--- src/sv/dalt_pkg.sv ---
// Shared constants and types for the dual-axis light tracker.
package dalt_pkg;

  // Default width of one light sensor sample.
  localparam int unsigned SampleBitsDef = 12;

  // Field widths.
  localparam int unsigned TOL_W   = 12;
  localparam int unsigned STEP_W  = 8;
  localparam int unsigned TIME_W  = 25;
  localparam int unsigned ANGLE_W = 8;
  localparam int unsigned DIR_W   = 2;

  // Configuration port.
  localparam int unsigned CFG_IDX_W  = 3;
  localparam int unsigned CFG_DATA_W = TIME_W;

  localparam logic [CFG_IDX_W-1:0] CFG_TOLERANCE    = 3'd0;
  localparam logic [CFG_IDX_W-1:0] CFG_ANGLE_STEP   = 3'd1;
  localparam logic [CFG_IDX_W-1:0] CFG_PERIOD_NS    = 3'd2;
  localparam logic [CFG_IDX_W-1:0] CFG_PULSE_MIN_NS = 3'd3;
  localparam logic [CFG_IDX_W-1:0] CFG_PULSE_MAX_NS = 3'd4;

  // Register reset values.
  localparam logic [TOL_W-1:0]  TOL_RST       = 12'd20;
  localparam logic [STEP_W-1:0] STEP_RST      = 8'd10;
  localparam logic [TIME_W-1:0] PERIOD_RST    = 25'd20000000;
  localparam logic [TIME_W-1:0] PULSE_MIN_RST = 25'd450000;
  localparam logic [TIME_W-1:0] PULSE_MAX_RST = 25'd2450000;

  // Servo angle range in degrees.
  localparam int unsigned ANGLE_FULL = 180;
  localparam logic [ANGLE_W-1:0] ANGLE_MAX  = ANGLE_W'(ANGLE_FULL);
  localparam logic [ANGLE_W-1:0] ANGLE_HOME = 8'd90;

  // Direction codes.
  localparam logic signed [DIR_W-1:0] DIR_NEG  = -2'sd1;
  localparam logic signed [DIR_W-1:0] DIR_HOLD = 2'sd0;
  localparam logic signed [DIR_W-1:0] DIR_POS  = 2'sd1;

  // The pulse span is kept as span / 180 and span % 180.
  localparam int unsigned SPAN_Q_W = 18;
  localparam int unsigned SPAN_R_W = 8;
  localparam int unsigned SPAN_RST = 2450000 - 450000;
  localparam logic [SPAN_Q_W-1:0] SPAN_Q_RST = SPAN_Q_W'(SPAN_RST / ANGLE_FULL);
  localparam logic [SPAN_R_W-1:0] SPAN_R_RST = SPAN_R_W'(SPAN_RST % ANGLE_FULL);
  localparam logic [SPAN_R_W-1:0] SPAN_DIV   = SPAN_R_W'(ANGLE_FULL);

  // span / 180 equals (span >> 2) / 45; a 24-bit reciprocal of 45 with a
  // 29-bit shift gives the exact quotient for the 23-bit shifted span.
  localparam int unsigned SPAN_PRE_SH  = 2;
  localparam int unsigned SPAN_IN_W    = TIME_W - SPAN_PRE_SH;
  localparam int unsigned SPAN_RCP_SH  = 29;
  localparam int unsigned SPAN_RCP_W   = 24;
  localparam int unsigned SPAN_DIV_LOW = ANGLE_FULL >> SPAN_PRE_SH;
  localparam int unsigned SPAN_RCP_VAL =
      ((1 << SPAN_RCP_SH) + SPAN_DIV_LOW - 1) / SPAN_DIV_LOW;
  localparam logic [SPAN_RCP_W-1:0] SPAN_RCP = SPAN_RCP_W'(SPAN_RCP_VAL);
  localparam int unsigned SPAN_PROD_W = SPAN_IN_W + SPAN_RCP_W;

  // Ceiling of (angle * remainder) / 180: the numerator stays below 2**15,
  // so a 16-bit reciprocal with a 23-bit shift gives the exact quotient.
  localparam int unsigned FRAC_W     = 15;
  localparam int unsigned RECIP_SH   = 23;
  localparam int unsigned RECIP_W    = 16;
  localparam int unsigned RECIP_VAL  = ((1 << RECIP_SH) + ANGLE_FULL - 1) / ANGLE_FULL;
  localparam logic [RECIP_W-1:0] RECIP_180 = RECIP_W'(RECIP_VAL);
  localparam logic [FRAC_W-1:0]  CEIL_BIAS = FRAC_W'(ANGLE_FULL - 1);

  // Width of the active pulse time; the used time is one bit wider.
  localparam int unsigned ACT_W = TIME_W + 1;

endpackage

--- src/sv/dual_axis_light_tracker.sv ---
// Dual-axis light tracker: sensor comparison, servo angle tracking and PWM low time.
//
// Each transfer on the input channel carries one set of four light samples and
// gives exactly one result transfer with the pan and tilt directions, the new
// servo angles and the inverted PWM low time of each servo. The block is a
// five-stage pipeline that accepts one sample set per clock cycle while the
// output side is not stalling and no span division runs; each stage holds its
// item while the next one is full. The servo angles update in the second stage,
// so consecutive sample sets see each other's moves in order. Writing
// pulse_min_ns or pulse_max_ns starts a reciprocal division of the pulse span by
// 180, a quotient step then a remainder step; during the division both the input
// and configuration channels hold ready low.
module dual_axis_light_tracker
  import dalt_pkg::*;
#(
  parameter int unsigned SAMPLE_BITS = dalt_pkg::SampleBitsDef
) (
  input  logic                                  clk_i,
  input  logic                                  rst_ni,
  // Configuration write channel.
  input  logic                                  cfg_valid_i,
  output logic                                  cfg_ready_o,
  input  logic [dalt_pkg::CFG_IDX_W-1:0]        cfg_index_i,
  input  logic [dalt_pkg::CFG_DATA_W-1:0]       cfg_data_i,
  // Sample input channel.
  input  logic                                  in_valid_i,
  output logic                                  in_ready_o,
  input  logic [SAMPLE_BITS-1:0]                top_left_i,
  input  logic [SAMPLE_BITS-1:0]                top_right_i,
  input  logic [SAMPLE_BITS-1:0]                bottom_left_i,
  input  logic [SAMPLE_BITS-1:0]                bottom_right_i,
  // Result output channel.
  output logic                                  out_valid_o,
  input  logic                                  out_ready_i,
  output logic signed [dalt_pkg::DIR_W-1:0]     pan_direction_o,
  output logic signed [dalt_pkg::DIR_W-1:0]     tilt_direction_o,
  output logic [dalt_pkg::ANGLE_W-1:0]          pan_angle_o,
  output logic [dalt_pkg::ANGLE_W-1:0]          tilt_angle_o,
  output logic [dalt_pkg::TIME_W-1:0]           pan_low_time_ns_o,
  output logic [dalt_pkg::TIME_W-1:0]           tilt_low_time_ns_o
);

  // Width that holds a signed difference of averages and the tolerance.
  localparam int unsigned DW = ((SAMPLE_BITS > TOL_W) ? SAMPLE_BITS : TOL_W) + 2;

  // Axis lanes: 0 is pan, 1 is tilt.
  localparam int unsigned NUM_AXES = 2;

  // Configuration registers.
  logic [TOL_W-1:0]  tolerance_q;
  logic [STEP_W-1:0] angle_step_q;
  logic [TIME_W-1:0] period_q;
  logic [TIME_W-1:0] pulse_min_q;
  logic [TIME_W-1:0] pulse_max_q;

  // Span divider state; when idle, div_num_q holds span / 180 and div_rem_q
  // holds span % 180.
  logic                   div_start_q;
  logic                   div_fix_q;
  logic [SPAN_Q_W-1:0]    div_num_q;
  logic [SPAN_R_W-1:0]    div_rem_q;
  logic                   busy;
  logic [TIME_W-1:0]      span;
  logic [SPAN_PROD_W-1:0] div_prod;
  logic [TIME_W-1:0]      div_back;
  logic                   cfg_write;

  // Pipeline valid bits and per-stage ready.
  logic v1_q, v2_q, v3_q, v4_q, v5_q;
  logic rdy1, rdy2, rdy3, rdy4, rdy5;
  logic in_xfer;
  logic adv1;

  // Stage 1: registered samples.
  logic [SAMPLE_BITS-1:0] tl_q, tr_q, bl_q, br_q;

  // Servo positions.
  logic [ANGLE_W-1:0] pos_q [NUM_AXES];
  logic [ANGLE_W-1:0] pos_d [NUM_AXES];

  // Stage 1 comparison logic.
  logic [SAMPLE_BITS:0]   sum_top, sum_bot, sum_left, sum_right;
  logic signed [DIR_W-1:0] dir1 [NUM_AXES];

  // Stages 2 to 5.
  logic signed [DIR_W-1:0] dir2_q [NUM_AXES];
  logic signed [DIR_W-1:0] dir3_q [NUM_AXES];
  logic signed [DIR_W-1:0] dir4_q [NUM_AXES];
  logic signed [DIR_W-1:0] dir5_q [NUM_AXES];
  logic [ANGLE_W-1:0]      ang2_q [NUM_AXES];
  logic [ANGLE_W-1:0]      ang3_q [NUM_AXES];
  logic [ANGLE_W-1:0]      ang4_q [NUM_AXES];
  logic [ANGLE_W-1:0]      ang5_q [NUM_AXES];
  logic [ACT_W-1:0]        hi3_q  [NUM_AXES];
  logic [FRAC_W-1:0]       num3_q [NUM_AXES];
  logic [ACT_W-1:0]        act4_q [NUM_AXES];
  logic [ACT_W:0]          used4  [NUM_AXES];
  logic [TIME_W-1:0]       low5_q [NUM_AXES];

  // Signed difference of two averages against the dead band.
  function automatic logic signed [DIR_W-1:0] axis_dir(
    input logic [SAMPLE_BITS-1:0] a,
    input logic [SAMPLE_BITS-1:0] b,
    input logic [TOL_W-1:0]       tol
  );
    logic signed [DW-1:0] diff;
    logic signed [DW-1:0] tol_s;
    diff  = signed'(DW'(a)) - signed'(DW'(b));
    tol_s = signed'(DW'(tol));
    if (diff > tol_s) begin
      return DIR_POS;
    end else if (diff < -tol_s) begin
      return DIR_NEG;
    end
    return DIR_HOLD;
  endfunction

  // Move an angle by the step in the given direction, clamped to 0..180.
  function automatic logic [ANGLE_W-1:0] move_angle(
    input logic [ANGLE_W-1:0]      pos,
    input logic signed [DIR_W-1:0] dir,
    input logic [STEP_W-1:0]       step
  );
    logic [ANGLE_W:0] up;
    up = {1'b0, pos} + (ANGLE_W + 1)'(step);
    if (dir == DIR_POS) begin
      return (up > (ANGLE_W + 1)'(ANGLE_MAX)) ? ANGLE_MAX : up[ANGLE_W-1:0];
    end else if (dir == DIR_NEG) begin
      return ((ANGLE_W + 1)'(pos) > (ANGLE_W + 1)'(step)) ?
             ANGLE_W'(pos - ANGLE_W'(step)) : '0;
    end
    return pos;
  endfunction

  // Handshakes.
  assign busy        = div_start_q || div_fix_q;
  assign cfg_ready_o = !busy;
  assign cfg_write   = cfg_valid_i && cfg_ready_o;

  assign rdy5 = !v5_q || out_ready_i;
  assign rdy4 = !v4_q || rdy5;
  assign rdy3 = !v3_q || rdy4;
  assign rdy2 = !v2_q || rdy3;
  assign rdy1 = !v1_q || rdy2;
  assign in_ready_o = rdy1 && !busy;
  assign in_xfer    = in_valid_i && in_ready_o;
  assign adv1       = v1_q && rdy2;

  // Configuration register writes; indexes beyond the list are dropped.
  always_ff @(posedge clk_i or negedge rst_ni) begin
    if (!rst_ni) begin
      tolerance_q  <= TOL_RST;
      angle_step_q <= STEP_RST;
      period_q     <= PERIOD_RST;
      pulse_min_q  <= PULSE_MIN_RST;
      pulse_max_q  <= PULSE_MAX_RST;
    end else if (cfg_write) begin
      unique case (cfg_index_i)
        CFG_TOLERANCE:    tolerance_q  <= cfg_data_i[TOL_W-1:0];
        CFG_ANGLE_STEP:   angle_step_q <= cfg_data_i[STEP_W-1:0];
        CFG_PERIOD_NS:    period_q     <= cfg_data_i;
        CFG_PULSE_MIN_NS: pulse_min_q  <= cfg_data_i;
        CFG_PULSE_MAX_NS: pulse_max_q  <= cfg_data_i;
        default: ;
      endcase
    end
  end

  // Pulse span, zero when the maximum lies below the minimum.
  assign span = (pulse_max_q > pulse_min_q) ? (pulse_max_q - pulse_min_q) : '0;

  // Quotient by reciprocal multiplication, and the quotient times 180 for the
  // remainder.
  assign div_prod = SPAN_PROD_W'(span[TIME_W-1:SPAN_PRE_SH]) * SPAN_PROD_W'(SPAN_RCP);
  assign div_back = TIME_W'(div_num_q) * TIME_W'(SPAN_DIV);

  // Span divider, restarted by a write to either pulse register: the quotient
  // is taken in the start state and the remainder in the fix state that follows.
  always_ff @(posedge clk_i or negedge rst_ni) begin
    if (!rst_ni) begin
      div_start_q <= 1'b0;
      div_fix_q   <= 1'b0;
      div_num_q   <= SPAN_Q_RST;
      div_rem_q   <= SPAN_R_RST;
    end else if (cfg_write) begin
      div_start_q <= (cfg_index_i == CFG_PULSE_MIN_NS) ||
                     (cfg_index_i == CFG_PULSE_MAX_NS);
    end else if (div_start_q) begin
      div_start_q <= 1'b0;
      div_fix_q   <= 1'b1;
      div_num_q   <= div_prod[SPAN_RCP_SH +: SPAN_Q_W];
    end else if (div_fix_q) begin
      div_fix_q <= 1'b0;
      div_rem_q <= SPAN_R_W'(span - div_back);
    end
  end

  // Pipeline valid bits.
  always_ff @(posedge clk_i or negedge rst_ni) begin
    if (!rst_ni) begin
      v1_q <= 1'b0;
      v2_q <= 1'b0;
      v3_q <= 1'b0;
      v4_q <= 1'b0;
      v5_q <= 1'b0;
    end else begin
      v1_q <= in_xfer || (v1_q && !rdy2);
      v2_q <= adv1 || (v2_q && !rdy3);
      v3_q <= (v2_q && rdy3) || (v3_q && !rdy4);
      v4_q <= (v3_q && rdy4) || (v4_q && !rdy5);
      v5_q <= (v4_q && rdy5) || (v5_q && !out_ready_i);
    end
  end

  // Stage 1: sample register.
  always_ff @(posedge clk_i) begin
    if (in_xfer) begin
      tl_q <= top_left_i;
      tr_q <= top_right_i;
      bl_q <= bottom_left_i;
      br_q <= bottom_right_i;
    end
  end

  // Pair sums; each average is the sum shifted down by one.
  assign sum_top   = {1'b0, tl_q} + {1'b0, tr_q};
  assign sum_bot   = {1'b0, bl_q} + {1'b0, br_q};
  assign sum_left  = {1'b0, tl_q} + {1'b0, bl_q};
  assign sum_right = {1'b0, tr_q} + {1'b0, br_q};

  // Pan follows the brighter side, tilt moves toward the bottom when it is brighter.
  assign dir1[0] = axis_dir(sum_left[SAMPLE_BITS:1], sum_right[SAMPLE_BITS:1], tolerance_q);
  assign dir1[1] = axis_dir(sum_bot[SAMPLE_BITS:1], sum_top[SAMPLE_BITS:1], tolerance_q);

  // Servo positions advance with each sample set leaving stage 1.
  always_comb begin
    for (int i = 0; i < NUM_AXES; i++) begin
      pos_d[i] = move_angle(pos_q[i], dir1[i], angle_step_q);
    end
  end

  always_ff @(posedge clk_i or negedge rst_ni) begin
    if (!rst_ni) begin
      for (int i = 0; i < NUM_AXES; i++) begin
        pos_q[i] <= ANGLE_HOME;
      end
    end else if (adv1) begin
      for (int i = 0; i < NUM_AXES; i++) begin
        pos_q[i] <= pos_d[i];
      end
    end
  end

  // Stage 2: direction and new angle.
  always_ff @(posedge clk_i) begin
    if (rdy2) begin
      for (int i = 0; i < NUM_AXES; i++) begin
        dir2_q[i] <= dir1[i];
        ang2_q[i] <= pos_d[i];
      end
    end
  end

  // Stage 3: angle times span quotient, and the biased remainder product.
  always_ff @(posedge clk_i) begin
    if (rdy3) begin
      for (int i = 0; i < NUM_AXES; i++) begin
        dir3_q[i] <= dir2_q[i];
        ang3_q[i] <= ang2_q[i];
        hi3_q[i]  <= ACT_W'(ang2_q[i] * div_num_q);
        num3_q[i] <= FRAC_W'(ang2_q[i] * div_rem_q) + CEIL_BIAS;
      end
    end
  end

  // Stage 4: active pulse time, the ceiling of angle * span / 180.
  always_ff @(posedge clk_i) begin
    if (rdy4) begin
      for (int i = 0; i < NUM_AXES; i++) begin
        dir4_q[i] <= dir3_q[i];
        ang4_q[i] <= ang3_q[i];
        act4_q[i] <= hi3_q[i] +
                     ACT_W'((FRAC_W + RECIP_W)'(num3_q[i] * RECIP_180) >> RECIP_SH);
      end
    end
  end

  // Time used by the minimum pulse and the active part.
  always_comb begin
    for (int i = 0; i < NUM_AXES; i++) begin
      used4[i] = (ACT_W + 1)'(pulse_min_q) + (ACT_W + 1)'(act4_q[i]);
    end
  end

  // Stage 5: low time, saturated at zero.
  always_ff @(posedge clk_i) begin
    if (rdy5) begin
      for (int i = 0; i < NUM_AXES; i++) begin
        dir5_q[i] <= dir4_q[i];
        ang5_q[i] <= ang4_q[i];
        low5_q[i] <= (used4[i] >= (ACT_W + 1)'(period_q)) ? '0 :
                     TIME_W'((ACT_W + 1)'(period_q) - used4[i]);
      end
    end
  end

  // Result ports.
  assign out_valid_o        = v5_q;
  assign pan_direction_o    = dir5_q[0];
  assign tilt_direction_o   = dir5_q[1];
  assign pan_angle_o        = ang5_q[0];
  assign tilt_angle_o       = ang5_q[1];
  assign pan_low_time_ns_o  = low5_q[0];
  assign tilt_low_time_ns_o = low5_q[1];

endmodule

--- config.mk ---
export PLATFORM = sky130hd
export DESIGN_NAME = dual_axis_light_tracker
export DESIGN_NICKNAME = d
export VERILOG_FILES = /design/src/sv/dalt_pkg.sv /design/src/sv/dual_axis_light_tracker.sv
export SDC_FILE = /design/constraint.sdc
export NUM_CORES = 2
export LEC_CHECK = 0
export BUFFER_PORTS_ARGS = -buffer_cell sky130_fd_sc_hd__buf_2
export CORE_ASPECT_RATIO = 0.6
export CORE_UTILIZATION = 25
export CTS_CLUSTER_DIAMETER = 60
export DETAILED_ROUTE_END_ITERATION = 10
export RECOVER_POWER = 25
export SLEW_MARGIN = 20
export SYNTH_ARGS = -nofsm -noshare
export SYNTH_HDL_FRONTEND = slang
export SYNTH_SLANG_ARGS = --single-unit
--- constraint.sdc ---
create_clock -name clk_i -period 18.9 [get_ports clk_i]
set_clock_uncertainty 0.1 [all_clocks]
set_input_delay 0.945 -clock clk_i [delete_from_list [all_inputs] [get_ports clk_i]]
set_output_delay 0.945 -clock clk_i [all_outputs]
set_load 0.1 [all_outputs]
## Word-level counts from Yosys, hierarchy flattened

Memories as Yosys holds them, arrays and structs flattened.
Index checks and enable logic that the tools add are counted.

| operators by class | value |
|---|---|
| equality and inequality tests | 8 |
| multipliers | 8 |
| reductions and logical operators | 43 |
| bitwise logic cells | 2 |
| div/mod/pow operators | 0 |
| $add $sub $neg | 21 |
| mux-type cells | 37 |
| $lt $le $gt $ge | 11 |
| shift-type cells | 0 |

Operator list:

| operator | count |
|---|---|
| $mux W8 | 10 |
| $mux W25 | 3 |
| $sub A25 B25 Y25 | 3 |
| $mul A15 B14 Y29 const B | 2 |
| $add A25 B26 Y27 | 2 |
| $ge A27 B25 Y1 | 2 |
| $add A12 B12 Y13 | 4 |
| $add A26 B8 Y26 | 2 |
| $mul A8 B18 Y26 | 2 |
| $mul A23 B24 Y47 const B | 1 |
| $add A15 B8 Y15 const B | 2 |
| $mul A8 B8 Y15 | 2 |
| $lt A13 B14 Y1 | 2 |
| $gt A13 B13 Y1 | 2 |
| $sub A12 B12 Y13 | 2 |
| $gt A25 B25 Y1 | 1 |
| $sub A8 B8 Y8 | 3 |
| $add A8 B8 Y9 | 2 |
| $gt A9 B8 Y1 const B | 2 |
| $mul A18 B6 Y6 const B | 1 |
| $mux W1 | 18 |
| $gt A8 B8 Y1 | 2 |
| $neg A12 Y14 | 1 |
| $logic_and A1 B1 Y1 | 12 |
| other kinds (12) | 47 |

| storage, ports and cells | value |
|---|---|
| latch bits | 0 |
| memories | 12 |
| output and inout bits | 73 |
| logic and storage cells | 162 |
| input bits | 81 |
| bits in registers | 192 |
| memory bits (read-only) | 0 |
| bits in writable memories | 264 |

Memories:

| name | words | bits a word | read ports | clocked after memory_dff | wr ports | RTL line | text |
|---|---|---|---|---|---|---|---|
| act4_q | 2 | 26 | 2 | 0 | 2 | dual_axis_light_tracker.sv:96 | `logic [ACT_W-1:0] act4_q [NUM_AXES];` |
| hi3_q | 2 | 26 | 2 | 0 | 2 | dual_axis_light_tracker.sv:94 | `logic [ACT_W-1:0] hi3_q [NUM_AXES];` |
| low5_q | 2 | 25 | 2 | 0 | 2 | dual_axis_light_tracker.sv:98 | `logic [TIME_W-1:0] low5_q [NUM_AXES];` |
| num3_q | 2 | 15 | 2 | 0 | 2 | dual_axis_light_tracker.sv:95 | `logic [FRAC_W-1:0] num3_q [NUM_AXES];` |
| ang2_q | 2 | 8 | 2 | 0 | 2 | dual_axis_light_tracker.sv:90 | `logic [ANGLE_W-1:0] ang2_q [NUM_AXES];` |
| ang3_q | 2 | 8 | 2 | 0 | 2 | dual_axis_light_tracker.sv:91 | `logic [ANGLE_W-1:0] ang3_q [NUM_AXES];` |
| 6 more memories | n/a | n/a | n/a | n/a | n/a | n/a |  |

## Longest topological paths before layout

| depth | value |
|---|---|
| word-level depth | 10 |
| gate-level depth with buffers | 38 |
| depth with buffers taken out | 38 |

## Least setup slack after synthesis

Ideal clock, no wire load.

| timing | value |
|---|---|
| path kind | register to register |
| start point | reg pulse_min_q[6] |
| end point | reg div_num_q[15] |
| library setup time | 0.120 ns |
| required time | 18.680 ns |
| period minus slack after synthesis | 8.580 ns |
| buffers on the path | 2 |
| arrival time | 8.360 ns |
| slack | 10.320 ns |
| cell stages (with the launch flop) | 35 |
| cell sequence | dfstp_2 inv_1 ha_1 a21o_1 a31oi_1 o21ai_0 nor3_1 a21oi_2 a211oi_2 or2_1 buf_2 buf_1 nor2_1 ha_1 inv_1 fa_1 fa_1 inv_1 fa_1 inv_1 fa_1 inv_1 fa_1 fa_1 ha_1 and4_1 a221oi_2 and4_1 nand2_1 a211oi_2 nor4_2 o2111a_1 o31a_1 or3_1 a31o_1 |

| on the way | value |
|---|---|
| word-level cells in the longest chain between the ends | 3 |
| elaborated cells on any way between the ends | 4 |
| classes of those cells | add/sub: 1; mul: 1; order compare: 1; mux: 1 |

Ends and longest elaborated chain:

| item | RTL line | text |
|---|---|---|
| start, declared | dual_axis_light_tracker.sv:53 | `logic [TIME_W-1:0] pulse_min_q;` |
| start signal, assigned | dual_axis_light_tracker.sv:162 | `CFG_PULSE_MIN_NS: pulse_min_q <= cfg_data_i;` |
| $sub A25 B25 Y25 / $gt A25 B25 Y1 (equally long branches) | dual_axis_light_tracker.sv:170 | `assign span = (pulse_max_q > pulse_min_q) ? (pulse_max_q - pulse_min_q) : '0;` |
| $mux W25 (*) | dual_axis_light_tracker.sv:170 |  |
| $mul A23 B24 Y47 (*) | dual_axis_light_tracker.sv:174 | `assign div_prod = SPAN_PROD_W'(span[TIME_W-1:SPAN_PRE_SH]) * SPAN_PROD_W'(SPAN_RCP);` |
| end signal, assigned | dual_axis_light_tracker.sv:191 | `div_num_q <= div_prod[SPAN_RCP_SH +: SPAN_Q_W];` |
| end, declared | dual_axis_light_tracker.sv:60 | `logic [SPAN_Q_W-1:0] div_num_q;` |

Mark *: on every way between the ends. The rest lies on a longest branch, timed or not.
A chain may end at the register's enable or synchronous reset.

## Final worst setup path

| timing | value |
|---|---|
| start point | reg pulse_min_q[2] |
| end point | reg div_num_q[14] |

The elaborated chain is that of the path after synthesis.

==> metrics.cfg <==
[die]
die_h_um=363.9
pin_count=154
dieArea_mm2=0.2203
placeableCoreArea_mm2=0.2164
die_w_um=605.2
row_count=132
start_util_pct=25.23

[clock_tree]
cts_setup_buffers=0
cts_sinks=456
insertion_delay_ps=700
clk_path_buf_depth=3
cts_resized=0
cts_tree=done
cts_buffers=59
clk_pin_slew_ps=60
hold_buffers=0
cts_root_buf=clkbuf_16
htree_levels=2

[placement]
gp_congestion=0.9491
dp_hpwl_mm=132.2
place_area_mm2=0.05884
port_buffers=153

[final_layout]
fin_nets=7152
final_cell_mix=933 x ha_1, 926 x inv_1, 510 x fa_1
final-seq-area_mm2=0.01304
fin_area_mm2=0.06072
multi_input_area_mm2=0.03770
drive_above_1_share_pct=7.893
area_delta_synth_final_pct=11.26
filler_cell_count=22630
layout_commonest_cell=ha_1

[routing]
vias=39510
ant_nets=0
drt-wirelength-per-cell_um=18.45
routed_via_density=4.615
dr.pass1.iters=6
totalWireLength_mm=157.9
drc_errors=0
drt-initial-drc-count=3194

[hold_path]
hold_path_depth=0
hold_start=ang3_q[0][4]
holdCritPathClass=flip-flop to flip-flop

[logic_synthesis]
ys_seq_elements=456
netlist_instances=5481
synth_cell_types=84
synth_edf_count=312
ys_seq_area_share_pct=23.88
ys.flop_type=edfxtp_1
yosys_warnings=0
async_reset_ff_share_pct=31.58
synth_area_per_cell_um2=9.958
syn-cell-area_mm2=0.05458
synthesis.nets=7005

[setup_path]
cp-startpoint=pulse_min_q[2]
worstPathArrival_ps=10590
crit_type=flip-flop to flip-flop
start_kind=flip-flop
worstSetupEndpointType=flip-flop
cpMostUsedCell=ha_1
cp.required_ps=19390
max_stage_delay_ps=620
critPathMaxFanout=4
cp_slowest_cell=xnor2_1
rr_worst_depth=35
rr_startpoint=pulse_min_q[2]

[timing]
hold_violations=0
drv_slew=539
tns_ps=0
fmax_mhz=99.06
finalCritPeriodShare_pct=53.41
tightest_slew_ps=4840
fin_crit_ps=10090
setup_violations=0
rsz0062_at_grt=false
slew_headroom_pct=-222.7

[run_status]
violations=capacitance limit, slew limit
status=finished, violations left

[flow_run]
timing.max_cap.violations=16

[global_routing]
overflow=0
groute.usage.overall_pct=14.26
antenna_found_initial=14
grt_first_pass_wirelength_mm=240.7
grt_max_degree=74
grt_pass1_vias=38990

metal layers:
metal | track usage, % | up-vias | share of wire [%]
li1 | - | 18650 | -
met5 | 0 | - | 0.017
met3 | 3.379 | 133 | 8.7
met4 | 2.988 | 4 | 1.9
met1 | 22.30 | 19490 | 51
met2 | 19.35 | 1237 | 38
worst paths after layout:
kind | endpoint | slack, ps
worst max-delay path | div_num_q[14] | 8810
worst min-delay path | ang4_q[0][4] | 320
worst max register to register | div_num_q[14] | 8810
worst min register to register | ang4_q[0][4] | 320
max in group asynchronous | div_rem_q[1] | 11240
min in group asynchronous | angle_step_q[2] | 1860
flip-flops by register name (all words and copies together), names as in the netlist, 18 cells and up:
register / cells
act4_q: 52
hi3_q: 52
low5_q: 50
num3_q: 30
period_q: 25
pulse_max_q: 25
pulse_min_q: 25
div_num_q: 18
layout make-up:
class / instances / share of cell area (%)
clock buffer: 65 / 2.520
timing repair buffer: 187 / 1.572
sequential: 456 / 21.47
antenna: 5 / 0.02060
tap: 2881 / 5.936
inverter: 927 / 5.732
clock inverter: 44 / 0.6738
multi-input combinational: 3997 / 62.08
worst max-delay path: cells and delay by family, from the launching register on:
kind | cells | cell delay, ps
adders and majority gates | 9 | 3610
AOI/OAI and AO/OA | 9 | 2690
and+or+nand+nor | 10 | 1770
xor gates and xnor gates | 3 | 960
DFF | 1 | 390
muxes | 1 | 260
buffers and inverters | 3 | 170
stage by stage:
step	std cells	util (%)	hold WS (ps)	setup slack [ps]
final	8562	28.07	318.6	8805
after global routing	8560	28.06	303.5	8464
after detailed placement	8448	27.20	304.5	9037
after CTS	8557	28.09	211.1	9011
after global placement	8448	27.20	305.0	9050
after floorplan	5481	-	300.3	10320
cells by family after synthesis:
logic type	share of synthesized area, %
adder cells (fa/ha/maj)	40.09
buffers and inverters	7.095
flip-flops	23.88
XOR/XNOR	5.729
AO/OA/AOI/OAI	10.39
AND/OR/NAND/NOR	10.81
multiplexers	1.994
Yosys cell counts (59+ instances only):
cell type    n  area (um^2)
ha_1       933        11670
inv_1      927         3480
fa_1       510        10210
nand2_1    403         1513
edfxtp_1   312         9369
a21oi_1    270         1351
xnor2_1    242         2120
nor2_1     241        904.6
and2_1     215         1345
o21ai_0    169        845.8
a21o_1     131        983.4
xor2_1     115         1007
dfrtp_1     94         2352
mux2_2      94         1059
clkbuf_1    93        349.1
nand3_1     68        340.3
o21bai_1    64        480.5
nor2b_1     59        369.1
nor3_1      59        295.3
Power is not shown: default switching activity piles up to over one toggle a cycle in this logic, so the estimate is an artifact.
